==> config.mk <==
export PLATFORM = sky130hd
export DESIGN_NAME = mip_chain_size_calculator_core
export DESIGN_NICKNAME = d
export VERILOG_FILES = /design/src/hw/rtl/mcsc_pkg.sv /design/src/hw/rtl/mip_chain_size_calculator_core.sv /design/src/hw/rtl/mcsc_mul.sv /design/src/hw/rtl/mcsc_rem.sv /design/src/hw/rtl/mcsc_seq.sv
export SDC_FILE = /design/constraint.sdc
export NUM_CORES = 2
export LEC_CHECK = 0
export ABC_AREA = 1
export BUFFER_PORTS_ARGS = -buffer_cell sky130_fd_sc_hd__buf_2
export CAP_MARGIN = 20
export CORE_ASPECT_RATIO = 1.2
export CORE_UTILIZATION = 65
export CTS_BUF_LIST = sky130_fd_sc_hd__clkbuf_4 sky130_fd_sc_hd__clkbuf_8
export DETAILED_ROUTE_END_ITERATION = 10
export GPL_ROUTABILITY_DRIVEN = 0
export PLACE_DENSITY = 0.85
export SETUP_SLACK_MARGIN = 0.5
export SLEW_MARGIN = 10
export SYNTH_ARGS = -nofsm -noshare
export SYNTH_HDL_FRONTEND = slang
export SYNTH_SLANG_ARGS = --single-unit
export TNS_END_PERCENT = 10
==> constraint.sdc <==
create_clock -name clock -period 54.8 [get_ports clock]
set_input_delay 13.7 -clock clock [delete_from_list [all_inputs] [get_ports clock]]
set_output_delay 13.7 -clock clock [all_outputs]
set_load 0.01 [all_outputs]
==> src/hw/rtl/mcsc_pkg.sv <==
// Shared types, constants and state codes of the mip chain size calculator.
`default_nettype none

package mcsc_pkg;

   localparam int MAX_LEVELS_DEF = 16;
   localparam int DIM_BITS_DEF   = 16;

   localparam int FIELD_W = 16;
   localparam int TYPE_W  = 3;
   localparam int COUNT_W = 5;
   localparam int BPP_W   = 8;
   localparam int QUERY_W = 4;
   localparam int LA_W    = 13;
   localparam int BYTES_W = 53;
   localparam int CHAIN_W = 57;

   localparam int CSR_ADDR_W = 3;
   localparam int CSR_DATA_W = 32;

   localparam logic [LA_W-1:0]   LA_RESET = 13'd1;
   localparam logic [TYPE_W-1:0] TYPE_3D  = 3'd4;

   // Register index, taken from paddr[2]
   localparam logic REG_LINE_ALIGN = 1'b0;

   typedef struct packed {
      logic [FIELD_W-1:0] base_width;
      logic [FIELD_W-1:0] base_height;
      logic [FIELD_W-1:0] base_depth;
      logic [TYPE_W-1:0]  image_type;
      logic [COUNT_W-1:0] level_count;
      logic [BPP_W-1:0]   bits_per_pixel;
      logic               is_compressed;
      logic [QUERY_W-1:0] query_level;
   } req_type;

   typedef struct packed {
      logic [FIELD_W-1:0] level_width;
      logic [FIELD_W-1:0] level_height;
      logic [FIELD_W-1:0] level_depth;
      logic [BYTES_W-1:0] level_bytes;
      logic [CHAIN_W-1:0] chain_bytes;
      logic [COUNT_W-1:0] max_level_count;
   } rsp_type;

   typedef struct packed {
      logic start;
      logic slot_free;
   } seq_ctl_type;

   typedef struct packed {
      logic idle;
      logic done;
   } seq_sts_type;

   typedef enum logic [3:0] {
      ST_IDLE,
      ST_ROW,
      ST_DIVGO,
      ST_DIVWAIT,
      ST_M1,
      ST_M2,
      ST_M3,
      ST_ACC,
      ST_SUM,
      ST_DONE
   } seq_state_type;

endpackage

`default_nettype wire

==> src/hw/rtl/mip_chain_size_calculator_core.sv <==
// Mip chain size calculator: one texture description in, one size result out.
//
// A request transfer carries a texture description and a queried level; the
// block answers with one response transfer holding the queried level's
// dimensions and byte size, the byte size of the stored chain and the
// greatest possible level count. Line alignment is set through the CSR port
// at byte address 0. The user must write it only while the block is idle;
// the block itself does not enforce this. Each chain level is worked through
// the shared multiplier in turn, an uncompressed one also through the
// bit-serial row remainder unit; the response also waits for the level count
// search. The chain walk covers the stored level count clamped to
// 1..MAX_LEVELS, plus the queried level when it lies past MAX_LEVELS but
// within the stored count. One request is worked on at a time; req_stall
// stays high until the result has moved to the output register, so a new
// request may enter while a response waits. A stalled response holds its
// payload. Reset returns the sequencer to idle, drops any pending response
// and sets line alignment to 1.
`default_nettype none

module mip_chain_size_calculator_core #(
   parameter int MAX_LEVELS = mcsc_pkg::MAX_LEVELS_DEF,
   parameter int DIM_BITS   = mcsc_pkg::DIM_BITS_DEF
) (
   input  wire logic                              clock,
   input  wire logic                              reset,
   input  wire logic                              req_valid,
   output logic                                   req_stall,
   input  wire mcsc_pkg::req_type                 req_data,
   output logic                                   rsp_valid,
   input  wire logic                              rsp_stall,
   output mcsc_pkg::rsp_type                      rsp_data,
   input  wire logic                              csr_psel,
   input  wire logic                              csr_penable,
   input  wire logic                              csr_pwrite,
   input  wire logic [mcsc_pkg::CSR_ADDR_W-1:0]   csr_paddr,
   input  wire logic [mcsc_pkg::CSR_DATA_W-1:0]   csr_pwdata,
   output logic      [mcsc_pkg::CSR_DATA_W-1:0]   csr_prdata,
   output logic                                   csr_pready
);

   logic [mcsc_pkg::LA_W-1:0] la_ff;
   logic [mcsc_pkg::LA_W-1:0] la_eff;
   logic                      csr_write;
   logic                      rsp_valid_ff;
   mcsc_pkg::rsp_type         rsp_ff;
   mcsc_pkg::rsp_type         seq_rsp;
   mcsc_pkg::seq_ctl_type     seq_ctl;
   mcsc_pkg::seq_sts_type     seq_sts;

   assign csr_pready = 1'b1;
   assign csr_write  = csr_psel && csr_penable && csr_pwrite && csr_pready;

   always_ff @(posedge clock) begin
      if (reset) begin
         la_ff <= mcsc_pkg::LA_RESET;
      end else if (csr_write && csr_paddr[2] == mcsc_pkg::REG_LINE_ALIGN) begin
         la_ff <= csr_pwdata[mcsc_pkg::LA_W-1:0];
      end
   end

   always_comb begin
      csr_prdata = '0;
      if (csr_paddr[2] == mcsc_pkg::REG_LINE_ALIGN) begin
         csr_prdata = mcsc_pkg::CSR_DATA_W'(la_ff);
      end
   end

   // Zero alignment means no padding
   assign la_eff = (la_ff == '0) ? mcsc_pkg::LA_W'(1) : la_ff;

   assign req_stall         = !seq_sts.idle;
   assign seq_ctl.start     = req_valid && !req_stall;
   assign seq_ctl.slot_free = !rsp_valid_ff || !rsp_stall;

   mcsc_seq #(
      .MAX_LEVELS (MAX_LEVELS),
      .DIM_BITS   (DIM_BITS)
   ) u_seq (
      .clock      (clock),
      .reset      (reset),
      .ctl        (seq_ctl),
      .req        (req_data),
      .line_align (la_eff),
      .sts        (seq_sts),
      .rsp        (seq_rsp)
   );

   always_ff @(posedge clock) begin
      if (reset) begin
         rsp_valid_ff <= 1'b0;
      end else if (seq_sts.done && seq_ctl.slot_free) begin
         rsp_valid_ff <= 1'b1;
      end else if (!rsp_stall) begin
         rsp_valid_ff <= 1'b0;
      end
   end

   always_ff @(posedge clock) begin
      if (seq_sts.done && seq_ctl.slot_free) begin
         rsp_ff <= seq_rsp;
      end
   end

   assign rsp_valid = rsp_valid_ff;
   assign rsp_data  = rsp_ff;

   a_busy_after_accept : assert property (@(posedge clock) disable iff (reset)
      req_valid && !req_stall |=> req_stall)
      else $error("request accepted without the sequencer going busy");

   a_result_lands : assert property (@(posedge clock) disable iff (reset)
      seq_sts.done && seq_ctl.slot_free |=> rsp_valid)
      else $error("finished result did not reach the output register");

   a_level_count_nonzero : assert property (@(posedge clock) disable iff (reset)
      rsp_valid |-> rsp_data.max_level_count != '0)
      else $error("response carries a zero maximum level count");

endmodule

`default_nettype wire

==> src/hw/rtl/mcsc_mul.sv <==
// Shared multiplier with a registered product.
`default_nettype none

module mcsc_mul #(
   parameter int A_W = 22,
   parameter int B_W = 16
) (
   input  wire logic               clock,
   input  wire logic               en,
   input  wire logic [A_W-1:0]     a,
   input  wire logic [B_W-1:0]     b,
   output logic      [A_W+B_W-1:0] p
);

   logic [A_W+B_W-1:0] prod_ff;

   always_ff @(posedge clock) begin
      if (en) begin
         prod_ff <= (A_W+B_W)'(a) * (A_W+B_W)'(b);
      end
   end

   assign p = prod_ff;

endmodule

`default_nettype wire

==> src/hw/rtl/mcsc_rem.sv <==
// Restoring remainder unit, one dividend bit per cycle.
`default_nettype none

module mcsc_rem #(
   parameter int DVD_W = 21,
   parameter int DIV_W = 13
) (
   input  wire logic             clock,
   input  wire logic             reset,
   input  wire logic             start,
   input  wire logic [DVD_W-1:0] dividend,
   input  wire logic [DIV_W-1:0] divisor,
   output logic                  busy,
   output logic      [DIV_W-1:0] remainder
);

   localparam int CNT_W = $clog2(DVD_W + 1);

   logic             busy_ff;
   logic [CNT_W-1:0] cnt_ff;
   logic [DVD_W-1:0] dvd_ff;
   logic [DIV_W-1:0] div_ff;
   logic [DIV_W-1:0] rem_ff;
   logic [DIV_W:0]   trial;
   logic             fits;
   logic [DIV_W-1:0] rem_in;

   // Shift the next dividend bit in; subtract when the divisor fits
   always_comb begin
      trial  = {rem_ff, dvd_ff[DVD_W-1]};
      fits   = trial >= {1'b0, div_ff};
      rem_in = fits ? DIV_W'(trial - {1'b0, div_ff}) : DIV_W'(trial);
   end

   always_ff @(posedge clock) begin
      if (reset) begin
         busy_ff <= 1'b0;
      end else if (start) begin
         busy_ff <= 1'b1;
      end else if (busy_ff && cnt_ff == CNT_W'(1)) begin
         busy_ff <= 1'b0;
      end
   end

   always_ff @(posedge clock) begin
      if (start) begin
         cnt_ff <= CNT_W'(DVD_W);
         dvd_ff <= dividend;
         div_ff <= divisor;
         rem_ff <= '0;
      end else if (busy_ff) begin
         cnt_ff <= cnt_ff - CNT_W'(1);
         dvd_ff <= {dvd_ff[DVD_W-2:0], 1'b0};
         rem_ff <= rem_in;
      end
   end

   assign busy      = busy_ff;
   assign remainder = rem_ff;

endmodule

`default_nettype wire

==> src/hw/rtl/mcsc_seq.sv <==
// Level sequencer: walks the mip levels through the shared multiplier and remainder unit.
`default_nettype none

module mcsc_seq #(
   parameter int MAX_LEVELS = mcsc_pkg::MAX_LEVELS_DEF,
   parameter int DIM_BITS   = mcsc_pkg::DIM_BITS_DEF
) (
   input  wire logic                       clock,
   input  wire logic                       reset,
   input  wire mcsc_pkg::seq_ctl_type      ctl,
   input  wire mcsc_pkg::req_type          req,
   input  wire logic [mcsc_pkg::LA_W-1:0]  line_align,
   output mcsc_pkg::seq_sts_type           sts,
   output mcsc_pkg::rsp_type               rsp
);

   localparam int D      = DIM_BITS;
   localparam int CW     = mcsc_pkg::COUNT_W;
   localparam int LAW    = mcsc_pkg::LA_W;
   localparam int PROW_W = D + mcsc_pkg::BPP_W;
   localparam int ROW_W  = PROW_W - 3;
   localparam int RP_W   = ((ROW_W > LAW) ? ROW_W : LAW) + 1;
   localparam int M1_W   = RP_W + D;
   localparam int H_W    = (M1_W + 1) / 2;
   localparam int HI_W   = M1_W - H_W;
   localparam int LS_W   = M1_W + D;

   mcsc_pkg::seq_state_type state_ff, state_in;

   logic [D-1:0]    b0_ff, b1_ff, b2_ff;
   logic            is3d_ff;
   logic            comp_ff;
   logic [CW-1:0]   count_ff;
   logic [D-1:0]    bpp_ff;
   logic [CW-1:0]   q_ff;
   logic [LAW-1:0]  la_ff;
   logic [CW-1:0]   level_ff;
   logic            extra_ff;
   logic [RP_W-1:0] rowpad_ff;
   logic [HI_W-1:0] mhi_ff;
   logic [LS_W-1:0] size_ff;
   logic [mcsc_pkg::CHAIN_W-1:0] chain_ff;
   logic [LS_W-1:0] qbytes_ff;
   logic [D-1:0]    mx_ff;
   logic [CW-1:0]   lg_ff;

   logic [D-1:0]    in_b0, in_b1, in_b2, in_max;
   logic            in_3d;
   logic [D-1:0]    l0, l1, l2, dc0, dc1, dc2;
   logic [D-1:0]    qd0, qd1, qd2;
   logic            q_absent;
   logic [CW-1:0]   n_lv;
   logic            last_level;
   logic            need_extra;
   logic [ROW_W-1:0] row;
   logic            lg_done;

   logic            mul_en;
   logic [RP_W-1:0] mul_a;
   logic [D-1:0]    mul_b;
   logic [M1_W-1:0] prod;
   logic            rem_start;
   logic            rem_busy;
   logic [LAW-1:0]  rem;

   function automatic logic [D-1:0] halve(input logic [D-1:0] v, input logic [CW-1:0] s);
      logic [D-1:0] r;
      r = v >> s;
      return (r == '0) ? D'(1) : r;
   endfunction

   // Round up to a multiple of four, wrapping at the dimension width
   function automatic logic [D-1:0] round4(input logic [D-1:0] v);
      logic [D-3:0] hi;
      hi = (D-2)'(v[D-1:2] + 1'b1);
      return (v[1:0] != 2'b00) ? {hi, 2'b00} : v;
   endfunction

   mcsc_mul #(
      .A_W (RP_W),
      .B_W (D)
   ) u_mul (
      .clock (clock),
      .en    (mul_en),
      .a     (mul_a),
      .b     (mul_b),
      .p     (prod)
   );

   mcsc_rem #(
      .DVD_W (ROW_W),
      .DIV_W (LAW)
   ) u_rem (
      .clock     (clock),
      .reset     (reset),
      .start     (rem_start),
      .dividend  (row),
      .divisor   (la_ff),
      .busy      (rem_busy),
      .remainder (rem)
   );

   always_comb begin
      in_b0  = D'(req.base_width);
      in_b1  = D'(req.base_height);
      in_b2  = D'(req.base_depth);
      in_3d  = req.image_type == mcsc_pkg::TYPE_3D;
      in_max = (in_b0 > in_b1) ? in_b0 : in_b1;
      if (in_3d && in_b2 > in_max) begin
         in_max = in_b2;
      end
   end

   // Dimensions of the level in flight, block-rounded if compressed (depth only for 3D)
   always_comb begin
      l0  = halve(b0_ff, level_ff);
      l1  = halve(b1_ff, level_ff);
      l2  = is3d_ff ? halve(b2_ff, level_ff) : b2_ff;
      dc0 = comp_ff ? round4(l0) : l0;
      dc1 = comp_ff ? round4(l1) : l1;
      dc2 = (comp_ff && is3d_ff) ? round4(l2) : l2;
   end

   always_comb begin
      if (count_ff == '0) begin
         n_lv = CW'(1);
      end else if (count_ff > CW'(MAX_LEVELS)) begin
         n_lv = CW'(MAX_LEVELS);
      end else begin
         n_lv = count_ff;
      end
      last_level = ({1'b0, level_ff} + 1'b1) >= {1'b0, n_lv};
      need_extra = (q_ff < count_ff) && (q_ff >= n_lv);
      row        = prod[PROW_W-1:3];
      lg_done    = mx_ff <= D'(1);
   end

   always_comb begin
      state_in  = state_ff;
      mul_en    = 1'b0;
      mul_a     = RP_W'(dc0);
      mul_b     = bpp_ff;
      rem_start = 1'b0;
      sts.idle  = 1'b0;
      sts.done  = 1'b0;
      unique case (state_ff)
         mcsc_pkg::ST_IDLE: begin
            sts.idle = 1'b1;
            if (ctl.start) begin
               state_in = mcsc_pkg::ST_ROW;
            end
         end
         mcsc_pkg::ST_ROW: begin
            mul_en   = 1'b1;
            state_in = mcsc_pkg::ST_DIVGO;
         end
         mcsc_pkg::ST_DIVGO: begin
            rem_start = !comp_ff;
            state_in  = comp_ff ? mcsc_pkg::ST_M1 : mcsc_pkg::ST_DIVWAIT;
         end
         mcsc_pkg::ST_DIVWAIT: begin
            if (!rem_busy) begin
               state_in = mcsc_pkg::ST_M1;
            end
         end
         mcsc_pkg::ST_M1: begin
            mul_en   = 1'b1;
            mul_a    = rowpad_ff;
            mul_b    = dc1;
            state_in = mcsc_pkg::ST_M2;
         end
         mcsc_pkg::ST_M2: begin
            mul_en   = 1'b1;
            mul_a    = RP_W'(prod[H_W-1:0]);
            mul_b    = dc2;
            state_in = mcsc_pkg::ST_M3;
         end
         mcsc_pkg::ST_M3: begin
            mul_en   = 1'b1;
            mul_a    = RP_W'(mhi_ff);
            mul_b    = dc2;
            state_in = mcsc_pkg::ST_ACC;
         end
         mcsc_pkg::ST_ACC: begin
            state_in = mcsc_pkg::ST_SUM;
         end
         mcsc_pkg::ST_SUM: begin
            if (!extra_ff && (!last_level || need_extra)) begin
               state_in = mcsc_pkg::ST_ROW;
            end else begin
               state_in = mcsc_pkg::ST_DONE;
            end
         end
         mcsc_pkg::ST_DONE: begin
            sts.done = lg_done;
            if (lg_done && ctl.slot_free) begin
               state_in = mcsc_pkg::ST_IDLE;
            end
         end
         default: begin
            state_in = mcsc_pkg::ST_IDLE;
         end
      endcase
   end

   always_ff @(posedge clock) begin
      if (reset) begin
         state_ff <= mcsc_pkg::ST_IDLE;
      end else begin
         state_ff <= state_in;
      end
   end

   always_ff @(posedge clock) begin
      if (state_ff == mcsc_pkg::ST_IDLE && ctl.start) begin
         b0_ff     <= in_b0;
         b1_ff     <= in_b1;
         b2_ff     <= in_b2;
         is3d_ff   <= in_3d;
         comp_ff   <= req.is_compressed;
         count_ff  <= req.level_count;
         bpp_ff    <= D'(req.bits_per_pixel);
         q_ff      <= CW'(req.query_level);
         la_ff     <= line_align;
         level_ff  <= '0;
         extra_ff  <= 1'b0;
         chain_ff  <= '0;
         qbytes_ff <= '0;
      end
      if (state_ff == mcsc_pkg::ST_DIVGO) begin
         rowpad_ff <= RP_W'(row);
      end
      if (state_ff == mcsc_pkg::ST_DIVWAIT && !rem_busy) begin
         rowpad_ff <= RP_W'(row) + RP_W'((rem == '0) ? '0 : la_ff - rem);
      end
      if (state_ff == mcsc_pkg::ST_M2) begin
         mhi_ff <= prod[M1_W-1:H_W];
      end
      if (state_ff == mcsc_pkg::ST_M3) begin
         size_ff <= LS_W'(prod);
      end
      if (state_ff == mcsc_pkg::ST_ACC) begin
         size_ff <= size_ff + (LS_W'(prod) << H_W);
      end
      if (state_ff == mcsc_pkg::ST_SUM) begin
         if (!extra_ff) begin
            chain_ff <= chain_ff + mcsc_pkg::CHAIN_W'(size_ff);
         end
         if (level_ff == q_ff) begin
            qbytes_ff <= size_ff;
         end
         // Advance along the chain, or jump to a queried level beyond it
         if (!extra_ff && !last_level) begin
            level_ff <= level_ff + 1'b1;
         end else if (!extra_ff && need_extra) begin
            level_ff <= q_ff;
            extra_ff <= 1'b1;
         end
      end
   end

   // Level count search runs alongside the chain walk
   always_ff @(posedge clock) begin
      if (state_ff == mcsc_pkg::ST_IDLE && ctl.start) begin
         mx_ff <= in_max;
         lg_ff <= '0;
      end else if (!lg_done) begin
         mx_ff <= mx_ff >> 1;
         lg_ff <= lg_ff + 1'b1;
      end
   end

   always_comb begin
      q_absent = (q_ff >= count_ff) && (q_ff != '0);
      qd0      = q_absent ? '0 : halve(b0_ff, q_ff);
      qd1      = q_absent ? '0 : halve(b1_ff, q_ff);
      if (q_absent) begin
         qd2 = '0;
      end else begin
         qd2 = is3d_ff ? halve(b2_ff, q_ff) : b2_ff;
      end
      rsp.level_width     = mcsc_pkg::FIELD_W'(qd0);
      rsp.level_height    = mcsc_pkg::FIELD_W'(qd1);
      rsp.level_depth     = mcsc_pkg::FIELD_W'(qd2);
      rsp.level_bytes     = mcsc_pkg::BYTES_W'(qbytes_ff);
      rsp.chain_bytes     = chain_ff;
      rsp.max_level_count = lg_ff + 1'b1;
   end

endmodule

`default_nettype wire
==> flow_summary.json <==
{
  "outcome": "completed",
  "setup_tns_ns": 0,
  "drive_gt1_share_pct": 9.471,
  "start_util_pct": 66.06,
  "rsz0062_at_grt": "false",
  "htreeDepth": 3,
  "dieArea_um2": 73610,
  "timing.slew.headroom_pct": 26.61,
  "ctsResizeCount": 0,
  "drtPass1Iterations": 7,
  "route.detailed.drc": 0,
  "die_width_um": 247.8,
  "syn_area_um2": 47140,
  "avgSynthCellArea_um2": 8.021,
  "post-route-min-period_ns": 27.87,
  "cts_tree": "yes",
  "nets": 6742,
  "grt_pass1_wl_um": 209400,
  "num_vias": 42480,
  "hold_depth": 0,
  "cts_root_buf": "clkbuf_8",
  "die_y_um": 297.0,
  "setup_viol": 0,
  "drt_wl_total_um": 133400,
  "num-fill-cells": 5402,
  "viasPerCell": 6.024,
  "cp.required_ns": 41.10,
  "path_clk_slew_ns": 0.07,
  "drv_slew": 0,
  "dp_hpwl_um": 102800,
  "crit_fanout": 14,
  "endpoint_kind": "primary output",
  "synthArstFlopShare_pct": 0,
  "max_freq_mhz": 35.88,
  "hp-class": "reg2reg",
  "drt_iter0_drc": 4472,
  "post_cts_buffers": 0,
  "ctsHoldBuffers": 0,
  "synth-seq-cells": 583,
  "syn_inst": 5877,
  "ant_nets": 0,
  "cts.path.max_buffers": 3,
  "reg2reg_depth": 33,
  "clock_sinks": 583,
  "critical_path_class": "in2out",
  "cts_buffers": 89,
  "grt.total_usage_pct": 36.16,
  "clock_latency_ns": 0.75,
  "antenna_found_initial": 2,
  "num_io_pins": 309,
  "grt_pass1_vias": 41460,
  "max_cap_violations": 0,
  "yosysSeqAreaShare_pct": 33.78,
  "worst_pin_slew_ns": 1.101,
  "synth_cell_types": 72,
  "ys_warn_count": 0,
  "syn_to_final_growth_pct": 7.495,
  "fin_skew_ns": 0.06308,
  "fin_crit_sh_pct": 50.86,
  "avgRoutedWirePerCell_um": 18.92,
  "ff2ff_setup_slack_ns": 44.61,
  "grt-ovfl-total": 0,
  "rows": 107,
  "worstSetupStartpointType": "input port",
  "synthFlopType": "edfxtp_1",
  "coreArea_um2": 71360,
  "worstPathArrival_ns": 14.17,
  "final_hold_viol_count": 0,
  "grt_max_degree": 95,
  "io_buffers": 267,
  "synth-edff-count": 425
}
==> through the flow <==
stage | instances | setup slack (ns) | hold slack [ns] | instance area (um2) | util, %
2_1_floorplan | 5895 | 24.54 | 0.4091 | 47210 | -
3_3_place_gp | 6884 | 26.99 | 0.4129 | 48730 | 68.28
3_5_place_dp | 6884 | 26.96 | 0.4157 | 48730 | 68.28
4_1_cts | 7048 | 26.94 | 0.4266 | 50640 | 70.97
5_1_grt | 7052 | 26.88 | 0.4404 | 50670 | 71.01
6_report | 7052 | 26.93 | 0.4257 | 50670 | 71.01
==> layout by cell type, fill, tap and decap left out, drive strengths merged, types with 8 or more instances in the layout <==
master,Yosys,layout
o211ai,40,40
edfxtp,425,425
dfxtp,158,158
nand4,58,58
a21boi,10,10
ha,297,297
o21a,25,25
clkbuf,111,122
nor3,32,32
o21bai,10,10
mux2i,11,11
buf,127,303
nor4,18,18
inv,885,890
nand3b,14,14
nand2,1426,1426
clkinv,6,33
xnor2,56,56
a31oi,27,27
o221ai,12,12
a21oi,403,403
nand3,369,369
o2111ai,17,17
o22ai,24,24
fa,283,283
a221oi,12,12
conb,2,20
o21ai,480,480
nor2,420,420
xor2,66,66
or2,8,8
a21o,12,12
==> layout make-up <==
type	count	area [um2]	share of cell area (%)
timing repair buffer	303	1618	3.193
tap	926	1159	2.286
clock inverter	42	375.4	0.7407
inverter	891	3349	6.610
sequential	583	15930	31.43
clock buffer	122	1541	3.042
multi-input combinational	4183	26700	52.69
antenna	2	5.005	0.009877
==> worst max-delay path, cell delays in order <==
cell and delay [ns]:
buf_2 0.18, nor2_1 0.14, buf_2 0.15
==> path summary, 6_finish.rpt <==
kind | from | to
max reg2reg | u_seq.level_ff[1] | u_seq.u_mul.p[34]
min reg2reg | la_ff[7] | u_seq.la_ff[7]
max | csr_paddr[2] | csr_prdata[10]
min | la_ff[7] | u_seq.la_ff[7]
==> synth_stat cells, types with 13 or more instances <==
| library cell | count | area [um2] |
|---|---|---|
| a21oi_1 | 392 | 1962 |
| a31oi_1 | 26 | 162.7 |
| buf_1 | 17 | 63.81 |
| buf_2 | 50 | 250.2 |
| buf_4 | 38 | 285.3 |
| buf_6 | 22 | 247.7 |
| clkbuf_1 | 110 | 412.9 |
| dfxtp_1 | 158 | 3163 |
| edfxtp_1 | 425 | 12760 |
| fa_1 | 283 | 5665 |
| ha_1 | 297 | 3716 |
| inv_1 | 861 | 3232 |
| inv_2 | 23 | 86.33 |
| nand2_1 | 1402 | 5263 |
| nand2_2 | 21 | 131.4 |
| nand3_1 | 345 | 1727 |
| nand3_2 | 19 | 190.2 |
| nand3b_1 | 13 | 97.59 |
| nand4_1 | 58 | 362.9 |
| nor2_1 | 415 | 1558 |
| nor3_1 | 31 | 155.2 |
| nor4_1 | 18 | 112.6 |
| o2111ai_1 | 17 | 148.9 |
| o211ai_1 | 40 | 300.3 |
| o21a_1 | 25 | 187.7 |
| o21ai_0 | 450 | 2252 |
| o21ai_1 | 23 | 115.1 |
| o22ai_1 | 24 | 150.1 |
| xnor2_1 | 56 | 490.5 |
| xor2_1 | 66 | 578.1 |
==> flip-flops by register name, indices dropped and copies added, names as in the netlist, 4 cells and up <==
| register | cells |
|---|---|
| u_seq.chain_ff | 57 |
| u_seq.u_rem.cnt_ff | 5 |
| u_seq.state_ff | 4 |
| u_seq.u_rem.dvd_ff | 21 |
| u_seq.u_rem.div_ff | 13 |
| u_seq.mx_ff | 15 |
| u_seq.u_rem.remainder | 13 |
| u_seq.bpp_ff | 8 |
| u_seq.qbytes_ff | 53 |
| u_seq.u_mul.p | 38 |
| u_seq.q_ff | 4 |
| u_seq.count_ff | 5 |
| u_seq.size_ff | 54 |
| u_seq.rowpad_ff | 22 |
| la_ff | 13 |
| u_seq.b1_ff | 16 |
| u_seq.level_ff | 5 |
| u_seq.la_ff | 13 |
| u_seq.mhi_ff | 19 |
| u_seq.b0_ff | 16 |
| u_seq.lg_ff | 5 |
| u_seq.b2_ff | 16 |
| rsp_data | 163 |
==> layer usage <==
layer | GRT usage, % | share of wire, % | routed length, um
met4 | 25.28 | 7.6 | 10180
met2 | 60.11 | 48 | 63930
met3 | 6.514 | 9.7 | 12920
met5 | 0 | 0 | 0
met1 | 41.94 | 35 | 46390
==> cell families after synthesis <==
group           synth area share, %
mux                          0.2575
other cells                 0.01593
buf+inv                       9.783
flops                         33.78
simple gates                  21.02
xor+xnor                      2.267
compound gates                12.97
fa+ha+maj                     19.90
Power is not shown: default switching activity piles up to over one toggle a cycle in this logic, so the estimate is an artifact.
